<file path="src/design/event_trace_ring_buffer_defines.svh">
// Assertion macros for the event trace ring buffer.
// Used by the control module; expects clk and arst_n in scope.
`ifndef EVENT_TRACE_RING_BUFFER_DEFINES_SVH
`define EVENT_TRACE_RING_BUFFER_DEFINES_SVH

// Check outside reset only.
`define ETRB_ASSERT(name, prop, msg) \
	name: assert property (@(posedge clk) disable iff (!arst_n) prop) \
		else $error(msg);

// Check on every edge, reset included.
`define ETRB_ASSERT_ALWAYS(name, prop, msg) \
	name: assert property (@(posedge clk) prop) else $error(msg);

`endif

</file>
<file path="src/design/etrb_pkg.sv">
// Shared types and constants of the event trace ring buffer.
// No dependencies; used by event_trace_ring_buffer, etrb_mem and etrb_ctrl.
`default_nettype none

package etrb_pkg;

	localparam int unsigned DEF_CAPACITY = 64;
	localparam int unsigned PEND_W       = 7;
	localparam logic [15:0] SAT16        = 16'hFFFF;
	localparam logic [7:0]  NODE_RST     = 8'd0;
	localparam logic [7:0]  RECOV_RST    = 8'd1;

	typedef enum logic [2:0] {
		ACT_STATE = 3'd0,
		ACT_ACTION = 3'd1,
		ACT_EVENT = 3'd2,
		ACT_IO = 3'd3,
		ACT_READ = 3'd4,
		ACT_POP = 3'd5,
		ACT_CLEAR = 3'd6,
		ACT_RTSET = 3'd7
	} act_t;

	typedef enum logic [1:0] {
		MOD_STATE = 2'd0,
		MOD_ACTION = 2'd1,
		MOD_EVENT = 2'd2,
		MOD_IO = 2'd3
	} mod_t;

	localparam logic [1:0] LVL_INFO = 2'd0;
	localparam logic [1:0] LVL_WARN = 2'd1;

	typedef enum logic {
		CFG_NODE_ID = 1'b0,
		CFG_RECOVERED = 1'b1
	} cfg_reg_t;

	// One stored trace record: time/sequence word and body.
	typedef struct packed {
		logic [31:0] tick;
		logic [31:0] seq;
		logic [7:0]  node;
		logic [1:0]  level;
		logic [1:0]  module_code;
		logic [7:0]  event_code;
		logic [15:0] arg0;
		logic [15:0] arg1;
	} rec_t;

	// Accepted input beat.
	typedef struct packed {
		act_t        action;
		logic [7:0]  code;
		logic [7:0]  prior_state;
		logic [31:0] elapsed_time;
		logic [31:0] arg_wide0;
		logic [31:0] arg_wide1;
		logic [7:0]  in_low_byte;
		logic [7:0]  in_high_byte;
		logic [7:0]  out_low_byte;
		logic [7:0]  out_high_byte;
		logic        enable;
		logic [31:0] now_ms;
	} req_t;

	// Status that travels with each result beat.
	typedef struct packed {
		logic              record_valid;
		logic [PEND_W-1:0] pending;
		logic [31:0]       drop_total;
		logic [31:0]       realtime_drop_total;
	} stat_t;

	function automatic logic [15:0] sat16(input logic [31:0] v);
		return (|v[31:16]) ? SAT16 : v[15:0];
	endfunction

endpackage

`default_nettype wire

</file>
<file path="src/design/etrb_ctrl.sv">
// Cursor, fill and counter control; builds records and drives the store ports.
// Depends on etrb_pkg and event_trace_ring_buffer_defines.svh.
`default_nettype none
`include "event_trace_ring_buffer_defines.svh"

module etrb_ctrl #(
	parameter int unsigned CAPACITY = etrb_pkg::DEF_CAPACITY,
	localparam int unsigned PTR_W = (CAPACITY > 1) ? $clog2(CAPACITY) : 1,
	localparam int unsigned FILL_W = $clog2(CAPACITY + 1)
) (
	input  wire logic             clk,
	input  wire logic             arst_n,
	input  wire logic             cfg_we,
	input  wire logic             cfg_idx,
	input  wire logic [7:0]       cfg_data,
	input  wire logic             accept,
	input  wire etrb_pkg::req_t   req,
	output logic                  mem_we,
	output logic [PTR_W-1:0]      mem_waddr,
	output etrb_pkg::rec_t        mem_wdata,
	output logic                  mem_re,
	output logic [PTR_W-1:0]      mem_raddr,
	output etrb_pkg::stat_t       stat
);

	localparam logic [PTR_W-1:0]  PTR_LAST = PTR_W'(CAPACITY - 1);
	localparam logic [FILL_W-1:0] FILL_MAX = FILL_W'(CAPACITY);

	logic [PTR_W-1:0]  write_ptr_q, read_ptr_q, live_ptr_q;
	logic [PTR_W-1:0]  write_ptr_d, read_ptr_d, live_ptr_d;
	logic [FILL_W-1:0] read_fill_q, live_fill_q, read_fill_d, live_fill_d;
	logic              live_on_q, live_on_d;
	logic [31:0]       seq_q, seq_d, drop_q, drop_d, live_drop_q, live_drop_d;
	logic [7:0]        node_id_q, recov_q;
	logic              rec_valid;
	logic              is_push;

	function automatic logic [PTR_W-1:0] step_ptr(input logic [PTR_W-1:0] p);
		return (p == PTR_LAST) ? '0 : p + 1'b1;
	endfunction

	always_comb begin
		mem_wdata = '0;
		mem_wdata.tick = req.now_ms;
		mem_wdata.seq = seq_q + 32'd1;
		mem_wdata.node = node_id_q;
		mem_wdata.level = etrb_pkg::LVL_INFO;
		mem_wdata.event_code = req.code;
		unique case (req.action)
			etrb_pkg::ACT_STATE: begin
				mem_wdata.module_code = etrb_pkg::MOD_STATE;
				mem_wdata.arg0 = {8'd0, req.prior_state};
				mem_wdata.arg1 = etrb_pkg::sat16(req.elapsed_time);
			end
			etrb_pkg::ACT_ACTION: begin
				mem_wdata.module_code = etrb_pkg::MOD_ACTION;
				mem_wdata.arg0 = etrb_pkg::sat16(req.elapsed_time);
				mem_wdata.arg1 = req.arg_wide1[15:0];
			end
			etrb_pkg::ACT_EVENT: begin
				mem_wdata.module_code = etrb_pkg::MOD_EVENT;
				mem_wdata.level = (req.code == recov_q) ? etrb_pkg::LVL_INFO
					: etrb_pkg::LVL_WARN;
				mem_wdata.arg0 = etrb_pkg::sat16(req.arg_wide0);
				mem_wdata.arg1 = etrb_pkg::sat16(req.arg_wide1);
			end
			default: begin
				mem_wdata.module_code = etrb_pkg::MOD_IO;
				mem_wdata.event_code = 8'd0;
				mem_wdata.arg0 = {req.in_low_byte, req.in_high_byte};
				mem_wdata.arg1 = {req.out_low_byte, req.out_high_byte};
			end
		endcase
	end

	assign is_push = (req.action == etrb_pkg::ACT_STATE) || (req.action == etrb_pkg::ACT_ACTION)
		|| (req.action == etrb_pkg::ACT_EVENT) || (req.action == etrb_pkg::ACT_IO);
	assign mem_waddr = write_ptr_q;

	always_comb begin
		write_ptr_d = write_ptr_q;
		read_ptr_d = read_ptr_q;
		read_fill_d = read_fill_q;
		live_ptr_d = live_ptr_q;
		live_fill_d = live_fill_q;
		live_on_d = live_on_q;
		seq_d = seq_q;
		drop_d = drop_q;
		live_drop_d = live_drop_q;
		mem_we = 1'b0;
		mem_re = 1'b0;
		mem_raddr = read_ptr_q;
		rec_valid = 1'b0;
		unique case (req.action) inside
			etrb_pkg::ACT_STATE, etrb_pkg::ACT_ACTION, etrb_pkg::ACT_EVENT,
			etrb_pkg::ACT_IO: begin
				mem_we = accept;
				seq_d = seq_q + 32'd1;
				write_ptr_d = step_ptr(write_ptr_q);
				if (read_fill_q >= FILL_MAX) begin
					read_ptr_d = step_ptr(read_ptr_q);
					drop_d = drop_q + 32'd1;
				end else begin
					read_fill_d = read_fill_q + 1'b1;
				end
				if (live_on_q) begin
					if (live_fill_q >= FILL_MAX) begin
						live_ptr_d = step_ptr(live_ptr_q);
						live_drop_d = live_drop_q + 32'd1;
					end else begin
						live_fill_d = live_fill_q + 1'b1;
					end
				end
			end
			etrb_pkg::ACT_READ: begin
				if (read_fill_q != '0) begin
					rec_valid = 1'b1;
					mem_re = accept;
					read_ptr_d = step_ptr(read_ptr_q);
					read_fill_d = read_fill_q - 1'b1;
				end
			end
			etrb_pkg::ACT_POP: begin
				mem_raddr = live_ptr_q;
				if (live_on_q && (live_fill_q != '0)) begin
					rec_valid = 1'b1;
					mem_re = accept;
					live_ptr_d = step_ptr(live_ptr_q);
					live_fill_d = live_fill_q - 1'b1;
				end
			end
			etrb_pkg::ACT_CLEAR: begin
				write_ptr_d = '0;
				read_ptr_d = '0;
				read_fill_d = '0;
				live_ptr_d = '0;
				live_fill_d = '0;
				drop_d = '0;
				live_drop_d = '0;
			end
			default: begin
				live_on_d = req.enable;
				live_ptr_d = write_ptr_q;
				live_fill_d = '0;
			end
		endcase
	end

	assign stat.record_valid = rec_valid;
	assign stat.pending = etrb_pkg::PEND_W'(read_fill_d);
	assign stat.drop_total = drop_d;
	assign stat.realtime_drop_total = live_drop_d;

	always_ff @(posedge clk or negedge arst_n) begin
		if (!arst_n) begin
			write_ptr_q <= '0;
			read_ptr_q <= '0;
			read_fill_q <= '0;
			live_ptr_q <= '0;
			live_fill_q <= '0;
			live_on_q <= 1'b0;
			seq_q <= '0;
			drop_q <= '0;
			live_drop_q <= '0;
		end else if (accept) begin
			write_ptr_q <= write_ptr_d;
			read_ptr_q <= read_ptr_d;
			read_fill_q <= read_fill_d;
			live_ptr_q <= live_ptr_d;
			live_fill_q <= live_fill_d;
			live_on_q <= live_on_d;
			seq_q <= seq_d;
			drop_q <= drop_d;
			live_drop_q <= live_drop_d;
		end
	end

	always_ff @(posedge clk or negedge arst_n) begin
		if (!arst_n) begin
			node_id_q <= etrb_pkg::NODE_RST;
			recov_q <= etrb_pkg::RECOV_RST;
		end else if (cfg_we) begin
			unique case (cfg_idx)
				etrb_pkg::CFG_NODE_ID: node_id_q <= cfg_data;
				default: recov_q <= cfg_data;
			endcase
		end
	end

	`ETRB_ASSERT(a_fill_bound, (read_fill_q <= FILL_MAX) && (live_fill_q <= FILL_MAX), "fill overflow")
	`ETRB_ASSERT(a_live_off_empty, (!live_on_q |-> live_fill_q == '0), "realtime fill while off")
	`ETRB_ASSERT(a_seq_step, (accept && is_push |=> seq_q == $past(seq_q) + 32'd1), "push did not advance sequence")

endmodule

`default_nettype wire

</file>
<file path="config.mk">
export PLATFORM = sky130hd
export DESIGN_NAME = etrb_ctrl
export DESIGN_NICKNAME = d
export VERILOG_FILES = /design/src/design/etrb_pkg.sv /design/src/design/etrb_ctrl.sv
export VERILOG_INCLUDE_DIRS = /design/src /design/src/design
export SDC_FILE = /design/constraint.sdc
export NUM_CORES = 1
export LEC_CHECK = 0
export BUFFER_PORTS_ARGS = -buffer_cell sky130_fd_sc_hd__buf_2
export CAP_MARGIN = 20
export CORE_AREA = 2 2 156 158
export CTS_CLUSTER_SIZE = 10
export DETAILED_ROUTE_END_ITERATION = 10
export DIE_AREA = 0 0 158 160
export GPL_TIMING_DRIVEN = 0
export PLACE_DENSITY_LB_ADDON = 0.15
export RECOVER_POWER = 25
export SLEW_MARGIN = 5
export SYNTH_ARGS = -nofsm -noshare
export SYNTH_HDL_FRONTEND = slang
export SYNTH_SLANG_ARGS = --single-unit
export TNS_END_PERCENT = 50
</file>
<file path="constraint.sdc">
create_clock -name clk -period 3.5 [get_ports clk]
set_clock_uncertainty 0.1 [all_clocks]
set_input_delay 0.7 -clock clk [delete_from_list [all_inputs] [get_ports clk]]
set_output_delay 0.7 -clock clk [all_outputs]
set_load 0.02 [all_outputs]
</file>
==> impl_metrics.toml, run 1 <==
[status]
status = "finished, violations left"
violations = "max-capacitance violations, max-slew violations"

[placed_design]
dp_hpwl_um = 29400
placed_cell_area_mm2 = 0.0127
pre_cts_ws_ns = -0.519
dp_cells = 1951
port-buffer-count = 360
routabilityCongestion = 0.963

[sta]
final_max_slew_viol_count = 49
whs_ns = 0.386
fin_crit_ns = 3.44
fin_ws_ns = 0.0599
setup_viol_count_final = 0
tightest_slew_ns = 2.74
fmax_ghz = 0.291
rsz0062_at_grt = "true"
fin_crit_sh = 0.983
finalHoldViolations = 0
slew_headroom = -0.824

[clock_network]
htree_num_levels = 4
cts.clk_slew.worst_paths_ns = 0.06
clk-insertion-delay-late_ns = 0.44
cts.sinks = 145
numCtsBuffers = 17
cts_tree = "yes"
holdBufCountCts = 0
clock-root-buffer = "clkbuf_16"
cts_max_path_buffers = 2

[drt]
wl_um = 39100
routedWlPerCell_um = 19.4
avgViaCountPerCell = 5.75
drtIter0Drc = 1295
drc = 0
vias = 11600
firstDrtPassIters = 6
ant_nets = 0

[global_routing]
overflow = 0
grt_pass1_vias = 10600
grt_max_degree = 98
antenna_found_initial = 6
grt.total_usage = 0.301
grt_pass1_wl_um = 59100

[cells_and_area]
utilization = 0.576
fin_nets = 1874
syn_to_final_growth_pct = 30.8
drive_above_1_share = 0.338
fin_area_mm2 = 0.0137
final_cells = 2013
final_common_cell = "buf_2"
final_cell_mix = "buf_2 (374), nand2_1 (150), dfrtp_1 (142), o21ai_0 (121), nand3_1 (98)"

[floorplanning]
rows = 57
die-height_um = 160
io_pins = 395
coreArea_mm2 = 0.0238
die_w_um = 158
dieArea_mm2 = 0.0253
initial_core_util = 0.440

[worst_setup_path]
required_ns = 2.70
worstSetupPathType = "reg -> out"
cp_max_fo = 6
crit_path_end_kind = "primary output"
cp_data_arrival_time_ns = 2.64
crit_path_start_kind = "flip-flop"

[job]
cap_violations = 1

[synthesis]
synth_edf_count = 0
synthFlopType = "dfrtp_1"
ys_seq_area_frac = 0.346
syn_avg_cell_area_um2 = 8.29
ys_ff_latch = 145
async_flop_share = 1.00
synthDistinctLibCells = 74
synthesis.area_mm2 = 0.0105
ys_warn_count = 0
synth.net_count = 1469
synthCells = 1266

[power_and_ir_drop]
power_density_mw_per_mm2 = 431
total_leakage_power_uw = 0.00666
ir_drop_mv = 0.269

[hold_path]
hold_class = "reg -> reg"
[registers in the layout (all words and copies together), names as in the netlist]
| name | flops |
|---|---|
| live_on_q | 1 |
| live_drop_q | 32 |
| mem_waddr | 6 |
| node_id_q | 8 |
| read_ptr_q | 6 |
| read_fill_q | 7 |
| live_fill_q | 7 |
| live_ptr_q | 6 |
| seq_q | 32 |
| drop_q | 32 |
| recov_q | 8 |
[synthesized netlist by cell type, types with 4 or more instances]
master / count / area share
nand3_1: 99 / 0.047
o22ai_1: 8 / 0.0048
mux2i_1: 25 / 0.024
nand2b_1: 8 / 0.0048
nor4_2: 4 / 0.0048
buf_4: 35 / 0.025
o2111ai_1: 6 / 0.0050
o21ai_0: 122 / 0.058
o31ai_1: 29 / 0.021
and2_1: 19 / 0.011
mux2_2: 35 / 0.038
nor4_1: 20 / 0.012
or4_1: 5 / 0.0036
o311ai_0: 9 / 0.0075
clkbuf_1: 58 / 0.021
a22oi_1: 24 / 0.017
nand2_1: 151 / 0.054
xnor2_1: 33 / 0.028
a41oi_1: 9 / 0.0075
o211ai_1: 16 / 0.011
nand4_1: 29 / 0.017
dfrtp_1: 144 / 0.34
nor3_1: 19 / 0.0091
xor2_1: 43 / 0.036
a21oi_1: 20 / 0.0095
inv_1: 21 / 0.0075
nor4_4: 4 / 0.0081
o221ai_1: 9 / 0.0075
a31oi_1: 33 / 0.020
ha_1: 10 / 0.012
buf_2: 15 / 0.0072
nor2_1: 92 / 0.033
o41ai_1: 5 / 0.0042
and3_1: 23 / 0.014
and4_1: 9 / 0.0075
a211oi_1: 6 / 0.0043
a22o_1: 7 / 0.0058
[area by class of cell]
| cell class | count | area [µm²] |
|---|---|---|
| repair buffers | 390 | 2050 |
| diodes | 5 | 12.5 |
| well taps | 324 | 405 |
| inverters | 23 | 90.1 |
| flip-flops and latches | 145 | 3630 |
| multi-input cells | 986 | 6300 |
| clock inverters | 13 | 211 |
| clock buffers | 19 | 433 |
| fillers | 2279 | 10100 |
| plain buffers | 108 | 591 |
[path summary, 6_finish.rpt]
check | from | endpoint | slack, ns | depth (start not counted)
min in group asynchronous | arst_n | mem_waddr[3] | 1.03 | 1
max in group asynchronous | arst_n | seq_q[9] | 0.71 | 1
worst max-delay path | read_fill_q[1] | stat[66] | 0.06 | 8
worst min-delay path | drop_q[14] | drop_q[14] | 0.39 | 1
worst max register to register | read_fill_q[6] | read_fill_q[2] | 0.15 | 17
worst min register to register | drop_q[14] | drop_q[14] | 0.39 | 1
[power breakdown]
group	internal (µW)	switching [µW]
logic	697	1090
clock network	1270	766
registers	1870	222
[per-stage QoR]
step	power, µW	TNS [ns]
after floorplan	3140	0
after global placement	3750	-115.27
after detailed placement	3770	-16.59
after CTS	5860	-0.0989
after global routing	6200	-0.0959
final	5910	0
[worst max-delay path, stage by stage, from the launching register on]
cell	delay [ns]
dfrtp_2	0.45
inv_1	0.10
ha_4	0.16
or4b_4	0.51
nor3_4	0.27
nor3_2	0.12
a21boi_1	0.24
mux2i_1	0.15
buf_2	0.19
[logic make-up after synthesis]
kind of cell | after synthesis | synth area share
DFF | 145 | 0.346
muxes | 60 | 0.0614
and+or+nand+nor | 512 | 0.252
buffers and inverters | 135 | 0.0627
other | 1 | 0.000358
AOI/OAI and AO/OA | 327 | 0.202
xor gates and xnor gates | 76 | 0.0635
adders and majority gates | 10 | 0.0119
[metal layers]
metal	global-route usage	up-vias	part of all wire
li1	-	5472	-
met1	0.435	5523	0.45
met2	0.451	511	0.44
met3	0.0627	75	0.077
met4	0.0934	2	0.027
met5	0	-	0.00036
[timing repair]
item                       CTS  global route
pin swaps                    3             8
resized for setup           23            38
setup endpoints to repair   68            68
buffers inserted            18            11
Note: power is estimated with default switching activity, not from simulation.
==> inputs of run 2 (changes only) <==
--- a/config.mk
+++ b/config.mk
@@ -8,10 +8,10 @@
 export LEC_CHECK = 0
 export BUFFER_PORTS_ARGS = -buffer_cell sky130_fd_sc_hd__buf_2
 export CAP_MARGIN = 20
-export CORE_AREA = 2 2 156 158
+export CORE_AREA = 2 2 153 155
 export CTS_CLUSTER_SIZE = 10
 export DETAILED_ROUTE_END_ITERATION = 10
-export DIE_AREA = 0 0 158 160
+export DIE_AREA = 0 0 155 157
 export GPL_TIMING_DRIVEN = 0
 export PLACE_DENSITY_LB_ADDON = 0.15
 export RECOVER_POWER = 25
==> constraint.sdc (replaced) <==
create_clock -name clk -period 3.5 [get_ports clk]
set_clock_uncertainty 0.1 [all_clocks]
set_input_delay 0.7 -clock clk [delete_from_list [all_inputs] [get_ports clk]]
set_output_delay 0.7 -clock clk [all_outputs]
set_load 0.01 [all_outputs]
==> run 2 against run 1 <==
  * The flow still finishes with violations (max-capacitance violations, max-slew violations)
  * Routed wire length down 2.9%
  * Register-to-register slack better by 0.93 ns
  * Total power down 5.6%
  * Critical path type unchanged
  * Largest cell class unchanged
  * Largest power group unchanged
  * Highest routed layer unchanged
==> impl_metrics.toml, run 2 (synthesis gave the netlist of run 1 again) <==
[status]
status = "finished, violations left"
violations = "max-capacitance violations, max-slew violations"

[clock_network]
numCtsBuffers = 17
clk-insertion-delay-late_ns = 0.43
htree_num_levels = 4
holdBufCountCts = 0
cts_max_path_buffers = 2
clock-root-buffer = "clkbuf_16"
cts_tree = "yes"
cts.clk_slew.worst_paths_ns = 0.06
cts.sinks = 145

[worst_setup_path]
cp_data_arrival_time_ns = 2.68
reg2reg_slack_ns = 1.08
crit_path_start_kind = "flip-flop"
required_ns = 2.70
rr_worst_depth = 8
worstSetupPathType = "reg -> out"
r2r_start = "live_fill_q[1]"
r2r_end = "live_fill_q[6]"
crit_path_end_kind = "primary output"
cp_max_fo = 10

[placed_design]
dp_hpwl_um = 28600
port-buffer-count = 360
routabilityCongestion = 0.951

[cells_and_area]
syn_to_final_growth_pct = 28.5
fin_nets = 1861
final_common_cell = "buf_2"
drive_above_1_share = 0.329
final_cell_mix = "buf_2 (377), nand2_1 (151), dfrtp_1 (143), o21ai_0 (122), nand3_1 (99)"
largestRegisters = "drop_q: 32 flops, live_drop_q: 32 flops, seq_q: 32 flops"
utilization = 0.599

[sta]
setup_viol_count_final = 0
slew_headroom = -0.345
fmax_ghz = 0.288
fin_crit_ns = 3.48
finalHoldViolations = 0
whs_ns = 0.399
final_max_slew_viol_count = 79
tightest_slew_ns = 2.02
rsz0062_at_grt = "true"
fin_crit_sh = 0.993

[floorplanning]
rows = 55
die_w_um = 155
io_pins = 395
die-height_um = 157
initial_core_util = 0.466
dieArea_mm2 = 0.0243
coreArea_mm2 = 0.0225

[drt]
drtIter0Drc = 900
avgViaCountPerCell = 5.90
routedWlPerCell_um = 19.3
wl_um = 37900
vias = 11600
firstDrtPassIters = 6
ant_nets = 0
drc = 0

[hold_path]
hold_class = "reg -> reg"
min_path_cells = 1
hold_path_end = "drop_q[14]"
holdCritStartpoint = "drop_q[14]"

[power_and_ir_drop]
total_leakage_power_uw = 0.00655
ir_drop_mv = 0.276
power_density_mw_per_mm2 = 414

[job]
cap_violations = 1

[global_routing]
antenna_found_initial = 13
grt_max_degree = 79
grt_pass1_vias = 10400
grt_pass1_wl_um = 58200
grt.total_usage = 0.305
overflow = 0
-- run 2: worst max path at each step --
stage | start | slack [ns] | cells after the start | endpoint
global route | live_drop_q[10] | -0.06 | 7 | stat[27]
detailed placement | req[179] | -0.46 | 9 | stat[9]
finish | live_fill_q[6] | 0.02 | 6 | stat[12]
CTS | req[178] | -0.05 | 8 | mem_wdata[15]
global placement | arst_n | -0.65 | 1 | drop_q[25]
floorplan | req[178] | 0.39 | 11 | live_fill_q[6]
-- run 2: routing by layer --
layer / vias up / GRT usage / wire (µm)
met2: 537 / 0.465 / 16600
met4: 8 / 0.0754 / 877
met3: 68 / 0.0787 / 3420
met5: - / 0 / 57
li1: 5450 / - / -
met1: 5522 / 0.432 / 17000
-- run 2: per-stage QoR --
| step | total power (µW) | setup WS [ns] | setup TNS [ns] | area (µm²) | cells |
|---|---|---|---|---|---|
| 6_report | 5580 | 0.0246 | 0 | 13500 | 1962 |
| 5_1_grt | 5860 | -0.0650 | -0.149 | 13500 | 1956 |
| 4_1_cts | 5550 | -0.0544 | -0.189 | 13400 | 1951 |
| 3_5_place_dp | 3610 | -0.456 | -13.26 | 12700 | 1912 |
| 3_3_place_gp | 3580 | -0.646 | -104.43 | 12600 | 1911 |
| 2_1_floorplan | 2970 | 0.392 | 0 | 10500 | 1266 |
-- run 2: where the power goes --
part	switching (µW)	internal, µW
Combinational	928	653
Sequential	213	1870
Clock	785	1130
Total	1930	3650
-- run 2: what timing repair did --
item,in CTS,in global routing
setup endpoints to repair,66,59
setup buffers,7,7
pin swaps,3,7
endpoints found under the hold margin,0,0
gates resized for setup,20,28
-- run 2: worst max-delay path: stages, from the launching register on --
cell and delay, ns:
dfrtp_1 0.44, nand3b_1 0.31, clkbuf_2 0.30, nor4_4 0.48
nand3_1 0.20, o21ai_0 0.33, buf_2 0.20
-- run 2: final cells by class --
class                           instances  area, µm²
Clock buffer                           18        429
Tap cell                              285        357
Sequential cell                       145       3630
Timing Repair Buffer                  375       1910
Clock inverter                         14        179
Antenna cell                            6       15.0
Buffer                                110        586
Inverter                               23       87.6
Multi-Input combinational cell        986       6280
Fill cell                            2095       9020
